File: src/design/sha256_pkg.sv
`default_nettype none

package sha256_pkg;

  // sequencer states, one-hot
  typedef enum logic [4:0] {
    S_IDLE   = 5'b00001,
    S_PAD    = 5'b00010,
    S_ROUND  = 5'b00100,
    S_UPDATE = 5'b01000,
    S_EMIT   = 5'b10000
  } state_t;

  // input command codes
  localparam logic CMD_APPEND = 1'b0;
  localparam logic CMD_FINISH = 1'b1;

  localparam logic [7:0] PAD_MARK = 8'h80;

  // byte position where the length field starts
  localparam logic [5:0] LEN_POS = 6'd56;

  localparam logic [31:0] INIT_H [8] = '{
    32'h6A09E667, 32'hBB67AE85, 32'h3C6EF372, 32'hA54FF53A,
    32'h510E527F, 32'h9B05688C, 32'h1F83D9AB, 32'h5BE0CD19
  };

  localparam logic [31:0] ROUND_K [64] = '{
    32'h428A2F98, 32'h71374491, 32'hB5C0FBCF, 32'hE9B5DBA5,
    32'h3956C25B, 32'h59F111F1, 32'h923F82A4, 32'hAB1C5ED5,
    32'hD807AA98, 32'h12835B01, 32'h243185BE, 32'h550C7DC3,
    32'h72BE5D74, 32'h80DEB1FE, 32'h9BDC06A7, 32'hC19BF174,
    32'hE49B69C1, 32'hEFBE4786, 32'h0FC19DC6, 32'h240CA1CC,
    32'h2DE92C6F, 32'h4A7484AA, 32'h5CB0A9DC, 32'h76F988DA,
    32'h983E5152, 32'hA831C66D, 32'hB00327C8, 32'hBF597FC7,
    32'hC6E00BF3, 32'hD5A79147, 32'h06CA6351, 32'h14292967,
    32'h27B70A85, 32'h2E1B2138, 32'h4D2C6DFC, 32'h53380D13,
    32'h650A7354, 32'h766A0ABB, 32'h81C2C92E, 32'h92722C85,
    32'hA2BFE8A1, 32'hA81A664B, 32'hC24B8B70, 32'hC76C51A3,
    32'hD192E819, 32'hD6990624, 32'hF40E3585, 32'h106AA070,
    32'h19A4C116, 32'h1E376C08, 32'h2748774C, 32'h34B0BCB5,
    32'h391C0CB3, 32'h4ED8AA4A, 32'h5B9CCA4F, 32'h682E6FF3,
    32'h748F82EE, 32'h78A5636F, 32'h84C87814, 32'h8CC70208,
    32'h90BEFFFA, 32'hA4506CEB, 32'hBEF9A3F7, 32'hC67178F2
  };

  // compression functions
  function automatic logic [31:0] big_sigma0(input logic [31:0] x);
    big_sigma0 = {x[1:0], x[31:2]} ^ {x[12:0], x[31:13]} ^ {x[21:0], x[31:22]};
  endfunction

  function automatic logic [31:0] big_sigma1(input logic [31:0] x);
    big_sigma1 = {x[5:0], x[31:6]} ^ {x[10:0], x[31:11]} ^ {x[24:0], x[31:25]};
  endfunction

  // message schedule functions
  function automatic logic [31:0] small_sigma0(input logic [31:0] x);
    small_sigma0 = {x[6:0], x[31:7]} ^ {x[17:0], x[31:18]} ^ {3'b000, x[31:3]};
  endfunction

  function automatic logic [31:0] small_sigma1(input logic [31:0] x);
    small_sigma1 = {x[16:0], x[31:17]} ^ {x[18:0], x[31:19]} ^ {10'd0, x[31:10]};
  endfunction

endpackage

`default_nettype wire

File: src/design/sha256_stream_hasher.sv
// append transaction: the byte that completes a block keeps the block busy through
//   acceptance, 64 rounds on the shared round unit and the hash add
// finish transaction: padding bytes up to the end of the block, then the block; when fill is
//   56 or more, another padding block; then eight output transactions, held by out_stall
// input: no new byte is taken while a completed block is compressed
// reset: synchronous, loads the initial hash and clears counts; idle the next cycle
`default_nettype none

module sha256_stream_hasher (
  input  wire logic        clk,
  input  wire logic        rst,
  input  wire logic        in_valid,
  output      logic        in_stall,
  input  wire logic        cmd,
  input  wire logic [7:0]  data_byte,
  output      logic        out_valid,
  input  wire logic        out_stall,
  output      logic [31:0] digest_word,
  output      logic [2:0]  word_index,
  output      logic        last_word
);

  sha256_pkg::state_t state;

  logic [31:0] hash [8];
  logic [31:0] work [8];
  logic [31:0] w [16];
  logic [5:0]  fill;
  logic [63:0] bit_length;
  logic [5:0]  round_cnt;
  logic [2:0]  out_idx;
  logic        finishing;
  logic        pad_first;
  logic        len_ok;
  logic        pad_done;

  logic        in_acc;
  logic        out_acc;
  logic        shift_en;
  logic [7:0]  shift_byte;
  logic [7:0]  pad_byte;
  logic [63:0] len_sh;
  logic        load_work;
  logic [31:0] t1;
  logic [31:0] t2;
  logic [31:0] w_new;

  // handshake
  assign in_stall  = (state != sha256_pkg::S_IDLE);
  assign out_valid = (state == sha256_pkg::S_EMIT);
  assign in_acc    = in_valid && !in_stall;
  assign out_acc   = out_valid && !out_stall;

  assign digest_word = hash[out_idx];
  assign word_index  = out_idx;
  assign last_word   = (out_idx == 3'd7);

  // padding byte: marker, zeros, then big-endian bit length
  assign len_sh   = bit_length << {fill[2:0], 3'b000};
  assign pad_byte = pad_first ? sha256_pkg::PAD_MARK :
                    ((fill >= sha256_pkg::LEN_POS) && len_ok) ? len_sh[63:56] : 8'h00;

  assign shift_en   = (in_acc && (cmd == sha256_pkg::CMD_APPEND)) ||
                      (state == sha256_pkg::S_PAD);
  assign shift_byte = (state == sha256_pkg::S_PAD) ? pad_byte : data_byte;
  assign load_work  = shift_en && (fill == 6'd63);

  // shared round unit
  assign t1 = work[7] + sha256_pkg::big_sigma1(work[4]) +
              ((work[4] & work[5]) ^ (~work[4] & work[6])) +
              sha256_pkg::ROUND_K[round_cnt] + w[0];
  assign t2 = sha256_pkg::big_sigma0(work[0]) +
              ((work[0] & work[1]) ^ (work[0] & work[2]) ^ (work[1] & work[2]));
  assign w_new = sha256_pkg::small_sigma1(w[14]) + w[9] +
                 sha256_pkg::small_sigma0(w[1]) + w[0];

  // sequencer and hash state
  always_ff @(posedge clk) begin
    if (rst) begin
      state      <= sha256_pkg::S_IDLE;
      fill       <= '0;
      bit_length <= '0;
      round_cnt  <= '0;
      out_idx    <= '0;
      finishing  <= 1'b0;
      pad_first  <= 1'b0;
      len_ok     <= 1'b0;
      pad_done   <= 1'b0;
      for (int i = 0; i < 8; i++) begin
        hash[i] <= sha256_pkg::INIT_H[i];
      end
    end else begin
      if (shift_en) begin
        fill <= fill + 6'd1;
      end
      if (load_work) begin
        round_cnt <= '0;
      end
      unique case (state)
        sha256_pkg::S_IDLE: begin
          if (in_acc) begin
            if (cmd == sha256_pkg::CMD_APPEND) begin
              bit_length <= bit_length + 64'd8;
              if (fill == 6'd63) begin
                state <= sha256_pkg::S_ROUND;
              end
            end else begin
              finishing <= 1'b1;
              pad_first <= 1'b1;
              pad_done  <= 1'b0;
              state     <= sha256_pkg::S_PAD;
            end
          end
        end
        sha256_pkg::S_PAD: begin
          pad_first <= 1'b0;
          if (pad_first) begin
            len_ok <= (fill < sha256_pkg::LEN_POS);
          end
          if (fill == 6'd63) begin
            pad_done <= len_ok && !pad_first;
            state    <= sha256_pkg::S_ROUND;
          end
        end
        sha256_pkg::S_ROUND: begin
          round_cnt <= round_cnt + 6'd1;
          if (round_cnt == 6'd63) begin
            state <= sha256_pkg::S_UPDATE;
          end
        end
        sha256_pkg::S_UPDATE: begin
          for (int i = 0; i < 8; i++) begin
            hash[i] <= hash[i] + work[i];
          end
          if (!finishing) begin
            state <= sha256_pkg::S_IDLE;
          end else if (pad_done) begin
            out_idx <= '0;
            state   <= sha256_pkg::S_EMIT;
          end else begin
            // length goes into the second padding block
            len_ok <= 1'b1;
            state  <= sha256_pkg::S_PAD;
          end
        end
        sha256_pkg::S_EMIT: begin
          if (out_acc) begin
            out_idx <= out_idx + 3'd1;
            if (out_idx == 3'd7) begin
              for (int i = 0; i < 8; i++) begin
                hash[i] <= sha256_pkg::INIT_H[i];
              end
              bit_length <= '0;
              finishing  <= 1'b0;
              pad_done   <= 1'b0;
              state      <= sha256_pkg::S_IDLE;
            end
          end
        end
        default: begin
          state <= sha256_pkg::S_IDLE;
        end
      endcase
    end
  end

  // block buffer doubles as the rolling schedule; round variables
  always_ff @(posedge clk) begin
    if (shift_en) begin
      for (int i = 0; i < 15; i++) begin
        w[i] <= {w[i][23:0], w[i+1][31:24]};
      end
      w[15] <= {w[15][23:0], shift_byte};
    end else if (state == sha256_pkg::S_ROUND) begin
      for (int i = 0; i < 15; i++) begin
        w[i] <= w[i+1];
      end
      w[15] <= w_new;
    end
    if (load_work) begin
      for (int i = 0; i < 8; i++) begin
        work[i] <= hash[i];
      end
    end else if (state == sha256_pkg::S_ROUND) begin
      work[7] <= work[6];
      work[6] <= work[5];
      work[5] <= work[4];
      work[4] <= work[3] + t1;
      work[3] <= work[2];
      work[2] <= work[1];
      work[1] <= work[0];
      work[0] <= t1 + t2;
    end
  end

  // checks
  a_last_to_idle: assert property (@(posedge clk) disable iff (rst)
    out_acc && last_word |=> !out_valid && !in_stall)
    else $error("block not idle after last digest word");

  a_finish_busy: assert property (@(posedge clk) disable iff (rst)
    in_acc && (cmd == sha256_pkg::CMD_FINISH) |=> in_stall && !out_valid)
    else $error("finish transaction did not start padding");

  a_rounds_end: assert property (@(posedge clk) disable iff (rst)
    (state == sha256_pkg::S_ROUND) && (round_cnt == 6'd63) |=>
    (state == sha256_pkg::S_UPDATE))
    else $error("round sequence did not end after 64 rounds");

  a_emit_empty: assert property (@(posedge clk) disable iff (rst)
    out_valid |-> (fill == 6'd0))
    else $error("digest output with partial block held");

endmodule

`default_nettype wire

File: config.mk
export PLATFORM = sky130hd
export DESIGN_NAME = sha256_stream_hasher
export DESIGN_NICKNAME = d
export VERILOG_FILES = /design/src/design/sha256_pkg.sv /design/src/design/sha256_stream_hasher.sv
export SDC_FILE = /design/constraint.sdc
export NUM_CORES = 2
export LEC_CHECK = 0
export ABC_CLOCK_PERIOD_IN_PS = 20600
export BUFFER_PORTS_ARGS = -buffer_cell sky130_fd_sc_hd__buf_2
export CORE_MARGIN = 1
export CORE_UTILIZATION = 55
export CTS_BUF_LIST = sky130_fd_sc_hd__clkbuf_4
export DETAILED_ROUTE_END_ITERATION = 10
export PLACE_DENSITY = 0.83
export SLEW_MARGIN = 20
export SYNTH_ARGS = -nofsm -noshare
export SYNTH_HDL_FRONTEND = slang
export SYNTH_SLANG_ARGS = --single-unit
File: constraint.sdc
create_clock -name clk -period 20.6 [get_ports clk]
set_clock_uncertainty 0.1 [all_clocks]
set_input_delay 3.09 -clock clk [delete_from_list [all_inputs] [get_ports clk]]
set_output_delay 3.09 -clock clk [all_outputs]
set_load 0.005 [all_outputs]
==> Word level (Yosys, flattened, before mapping) <==
Memories as Yosys holds them, arrays and structs flattened. A register that Yosys moved wholly into a read port is not among the register bits.
Index checks and enable logic that the tools add are counted.
{ "classes": {"add_sub_neg": 22, "shift": 1, "div_mod_pow": 0, "mux": 100, "magnitude_cmp": 3, "n_mul": 0, "n_reduce_logical": 23, "n_eq_ne": 20, "n_bitwise": 59} }
{ "ops": {"columns": ["cell", "count"], "rows": [
  ["32-bit two-way mux", 42],
  ["32-bit adder", 18],
  ["32-bit bitwise XOR", 9],
  ["64-bit two-way mux", 4],
  ["32-bit AND", 5],
  ["64-bit case mux with 2 select lines", 1],
  ["64-bit by 4-bit adder with 64-bit output (second input constant)", 1],
  ["64-bit by 6-bit left shift with 64-bit output", 1],
  ["5-bit two-way mux", 8],
  ["1-bit bitwise OR", 40],
  ["32-bit NOT", 1],
  ["32-bit by 22-bit bitwise XOR with 32-bit output", 1],
  ["32-bit by 29-bit bitwise XOR with 32-bit output", 1],
  ["1-bit two-way mux", 29],
  ["5-bit case mux with 5 select lines", 1],
  ["8-bit two-way mux", 3],
  ["2-bit != test (second input constant)", 8],
  ["3-bit two-way mux", 5],
  ["6-bit by 1-bit adder with 6-bit output (second input constant)", 2],
  ["6-bit == test (second input constant)", 2],
  ["6-bit two-way mux", 2],
  ["4-bit AND reduction", 3],
  ["5-bit AND reduction", 2],
  ["2-bit nonzero test", 5],
  ["23 further kinds", 34]
]} }
{ "word_totals": {"n_memories": 4, "out_inout_bits": 38, "ramBits": 1024, "ff_bits": 88, "rom_bits": 2048, "latchBits": 0, "inputBits": 13} }
{ "mem_list": {"columns": ["name", "depth", "word_bits", "rd", "rd_clocked_by_memory_dff", "write_ports", "line", "rtl"], "rows": [
  ["(name not given)", 64, 32, 1, 0, 0, "sha256_stream_hasher.sv:71", "sha256_pkg::ROUND_K[round_cnt] + w[0];"],
  ["w", 16, 32, 16, 0, 16, "sha256_stream_hasher.sv:27", "logic [31:0] w [16];"],
  ["hash", 8, 32, 9, 1, 8, "sha256_stream_hasher.sv:25", "logic [31:0] hash [8];"],
  ["work", 8, 32, 8, 0, 8, "sha256_stream_hasher.sv:26", "logic [31:0] work [8];"]
]} }

==> Depth between registers and ports, before layout <==
{ "logic_depth": {"depth_word": 9, "ltp_mapped": 43, "mapped_depth_nobuf": 41} }

==> Least setup slack after synthesis <==
Ideal clock, no wire load.
{ "synth_path": {"path_kind": "input -> register", "start": "in cmd", "end": "mem w[0][0] (enable)", "cell_stages": 4, "t_required_ns": 16.868, "setup_slack_ns": 4.676, "arrival_ns": 12.192, "path_cell_list": "nor2_1 > a21oi_1 > clkbuf_1 > nand2_1"} }
{ "synth_lines": {"columns": ["item", "line", "rtl"], "rows": [
  ["start, declared", "sha256_stream_hasher.sv:14", "input wire logic cmd,"],
  ["end, declared", "sha256_stream_hasher.sv:27", null]
]} }

==> metrics list <==
- Relative slew slack: 0.2152
- IR analysis of the VDD net gives a maximum drop of between 70 and 80 uV.
* Combined global-route utilization of all metal layers: 0.3325
* Post-synthesis sequential area ratio: 0.4167
- Number of H-tree levels: 5
* Dpl hpwl: 168.0 mm
- The final layout contains routed wiring with a total length of roughly 230 mm.
- Clk Latency, worst-skew pair: about 1.3 ns
* Warnings, synthesis: 0
- Number of violations reported at the end of detailed-routing iteration 0: about 6600
- After clock tree synthesis, the setup repair step added 0 buffers.
* Die outline area: roughly 140000 sq um
- STA classifies the critical path endpoint as a flip-flop.
- Initial Utilization: 0.5540
* DR pass1 iterations: 7
* Num ports: between 50 and 60
* Fraction of layout cells with a size suffix above 1: 0.09600
- The floorplan step set the die height to 371.2 microns.
- Critical Path RT: 21.45 ns
* DR vias: 61830
- Ranked by instance count, the synthesized netlist is headed by nand2_1 (2455), edfxtp_1 (896), a21oi_1 (428), xnor2_1 (407), clkbuf_1 (404).
- Cell types occupying the most area after synthesis: edfxtp_1 (36%), nand2_1 (12%), ha_1 (6.6%)
* Detail-routed net length per standard cell: 22.70 microns
- The longest clock path from root to sink contains 4 buffers.
- Clock Sink Count: about 1100
* Count of nets after finishing: 8762
- The number of gates resized after CTS was 0.
- Category of the critical setup timing path: flip-flop to flip-flop
- Portion of the clock cycle consumed by the worst path in the final layout: 0.5196
* Chip Width: about 370 microns
* CTS Root Buffer Type: clkbuf_4
- Critical path's slowest cell: ha_1
* Launch instance of the worst min-delay path: w[0][427]
- STA classifies the critical path startpoint as a flip-flop.
* EDFF count, synth: about 900
- Area of the core: around 140000 sq um
- Counting every net in the synthesized netlist gives 8781.
- Synth Register Bits: about 1100
* Max_cap viols: 0
- Dividing total power by cell area gives a power density of 86.87 nW/um^2.
- Via count of the first global-routing pass: 60250
* Buffers added on ports: 50
* Post-Synthesis Cells: between 8000 and 9000
* Most frequent cell after synthesis: nand2_1
- Overall power consumption after layout is estimated at ~7 mW.
* Most used DFF post-synth: edfxtp_1
- Final slew viol count: 0
* Cell repeated most along the worst path: inv_1
* Status: finished, final reports clean
* Reg-to-Reg Start: round_cnt[0]
- Portion of synthesized cell area occupied by the leading cell type: 0.3590
- Routability-driven placement finished with a final weighted congestion of roughly 1.
- Summing every instance area after synthesis gives around 75000 sq um.
- Peak fanout along the critical path: 26
* Num CTS Buffers: about 310
* Antenna Violating Nets Remaining: 0
* Total grt overflow: 0
- Clock slew at the register clock pins of the worst setup and hold paths: about 0.06 ns
- In this run the worst setup path begins at round_cnt[0].
- Data arrives at the worst endpoint at approximately 12 ns.
* Maximum frequency from static timing analysis: about 93 MHz
- Pin count of the biggest net entering global routing: approximately 240
- The number of different library cells used by synthesis comes to approximately 110.
- CTS tree: yes
* Synthesized area per cell: around 9 sq um
- Using the TritonRoute via totals, the vias-per-cell ratio works out to between 6 and 7.
- For the final routed database, the setup TNS stands at 0 ns.
- Leakage power summed over all cells: 33.31 nW
- Number of hold buffers added after cts: 0
* Global-route wire length before repair: about 350 mm
- From synthesis to final layout, the design area changed by 6.864%.
- Site row count: 135
* Min-delay worst type: flip-flop to flip-flop
- In the synthesized netlist the async set-or-reset flop fraction comes to 0.
- Total of endpoints with negative setup slack in the final report: 0
- At the pin with the least slew margin, the transition time is approximately 1.2 ns.
- Antenna violations before repair: 4
* Final hold violation count: 0
- Cell accounting for the most synthesized area: edfxtp_1
- For this run, design rule violations remaining after detail routing come to 0.
- Minimum clock period after layout: approximately 11 ns
* Delay contributed by the slowest stage of the critical path: ~0.87 ns
- Count of filler cells inserted in the layout: 11260
- Unrepaired setup endpoints after global routing: no
- WHS: about 0.39 ns
cells in the final DEF, fill, tap and decap left out, drive strengths merged, types with 13 or more instances in the layout:
cell type	netlist	final
a211o	16	16
a211oi	55	55
a21boi	13	13
a21o	202	202
a21oi	433	433
a221oi	18	18
a31oi	40	40
and2	22	22
and3	39	39
buf	39	110
clkbuf	404	448
clkinv	2	59
dfxtp	216	216
edfxtp	896	896
fa	195	195
ha	398	398
inv	348	352
mux2	57	57
mux2i	28	28
mux4	81	81
nand2	2455	2455
nand2b	74	74
nand3	121	121
nand3b	14	14
nand4	31	31
nor2	350	350
nor2b	47	47
nor3	98	98
nor4	17	17
o211ai	47	47
o21a	45	45
o21ai	420	420
o21bai	54	54
o22ai	13	13
o311ai	14	14
o31ai	38	38
or2	21	21
or3	37	37
xnor2	407	407
xor2	204	204
state kept, by name, indices dropped and copies added (netlist names), 3 cells and up, named ones only:
| register | count |
|---|---|
| round_cnt | 6 |
| fill | 6 |
| work | 256 |
| state | 5 |
| word_index | 3 |
| bit_length | 61 |
| hash | 256 |
| w | 512 |
worst max-delay path, delay by kind of cell (launching register included):
| kind | cells | cell delay, ns |
|---|---|---|
| AOI/OAI and AO/OA | 15 | 3.23 |
| adders and majority gates | 8 | 3.61 |
| muxes | 1 | 0.41 |
| buffers and inverters | 7 | 1.16 |
| DFF | 1 | 0.31 |
| xor gates and xnor gates | 2 | 0.51 |
| and+or+nand+nor | 6 | 1.06 |
path summary, 6_finish.rpt:
check / endpoint / slack [ns] / cells after the start
worst max-delay path: work[0][29] / 9.90 / 39
worst max register to register: work[0][29] / 9.90 / 39
worst min-delay path: w[0][395] / 0.39 / 2
worst min register to register: w[0][395] / 0.39 / 2
kinds of logic after synthesis:
group | Yosys count | share of synthesized area
adder cells (fa/ha/maj) | 597 | 0.1191
AO/OA/AOI/OAI | 1531 | 0.1305
multiplexers | 166 | 0.03664
buffers and inverters | 793 | 0.03980
AND/OR/NAND/NOR | 3365 | 0.1860
flip-flops | 1112 | 0.4167
XOR/XNOR | 611 | 0.07140
routing by layer:
layer	vias up	global-route usage	share of wire	wire length (microns)
met2	3170	0.5371	0.47	108000
met5	-	0	0.00016	37
met4	4	0.1987	0.064	14650
met3	706	0.05706	0.086	19830
li1	28260	-	-	-
met1	29690	0.4185	0.38	87690
power by group:
part           switching (mW)  internal, mW  total [mW]  leakage [nW]
registers               0.148          2.68        2.83          10.1
logic                    1.30         0.831        2.13          21.0
clock network           0.967          1.03        2.00          2.23
total                    2.41          4.54        6.96          33.3
per-stage QoR:
step	setup slack, ns	area (sq um)	utilization	instances
2_1_floorplan	4.676	74950	-	8175
3_3_place_gp	10.12	76380	0.5646	9623
3_5_place_dp	10.13	76380	0.5646	9623
4_1_cts	10.02	80080	0.5919	10140
5_1_grt	9.370	80100	0.5920	10140
6_report	9.896	80100	0.5920	10140
final cells by class:
type                            instances  area (sq um)  share of cell area
Inverter                              350          1316             0.01643
Multi-Input combinational cell       6270         40820              0.5096
Tap cell                             1781          2228             0.02782
Sequential cell                      1112         31240              0.3900
Clock inverter                         64         332.8            0.004155
Antenna cell                            8         20.02           0.0002499
Timing Repair Buffer                  110         775.7            0.009685
Clock buffer                          448          3363             0.04199
(Power assumes the default switching activity.)
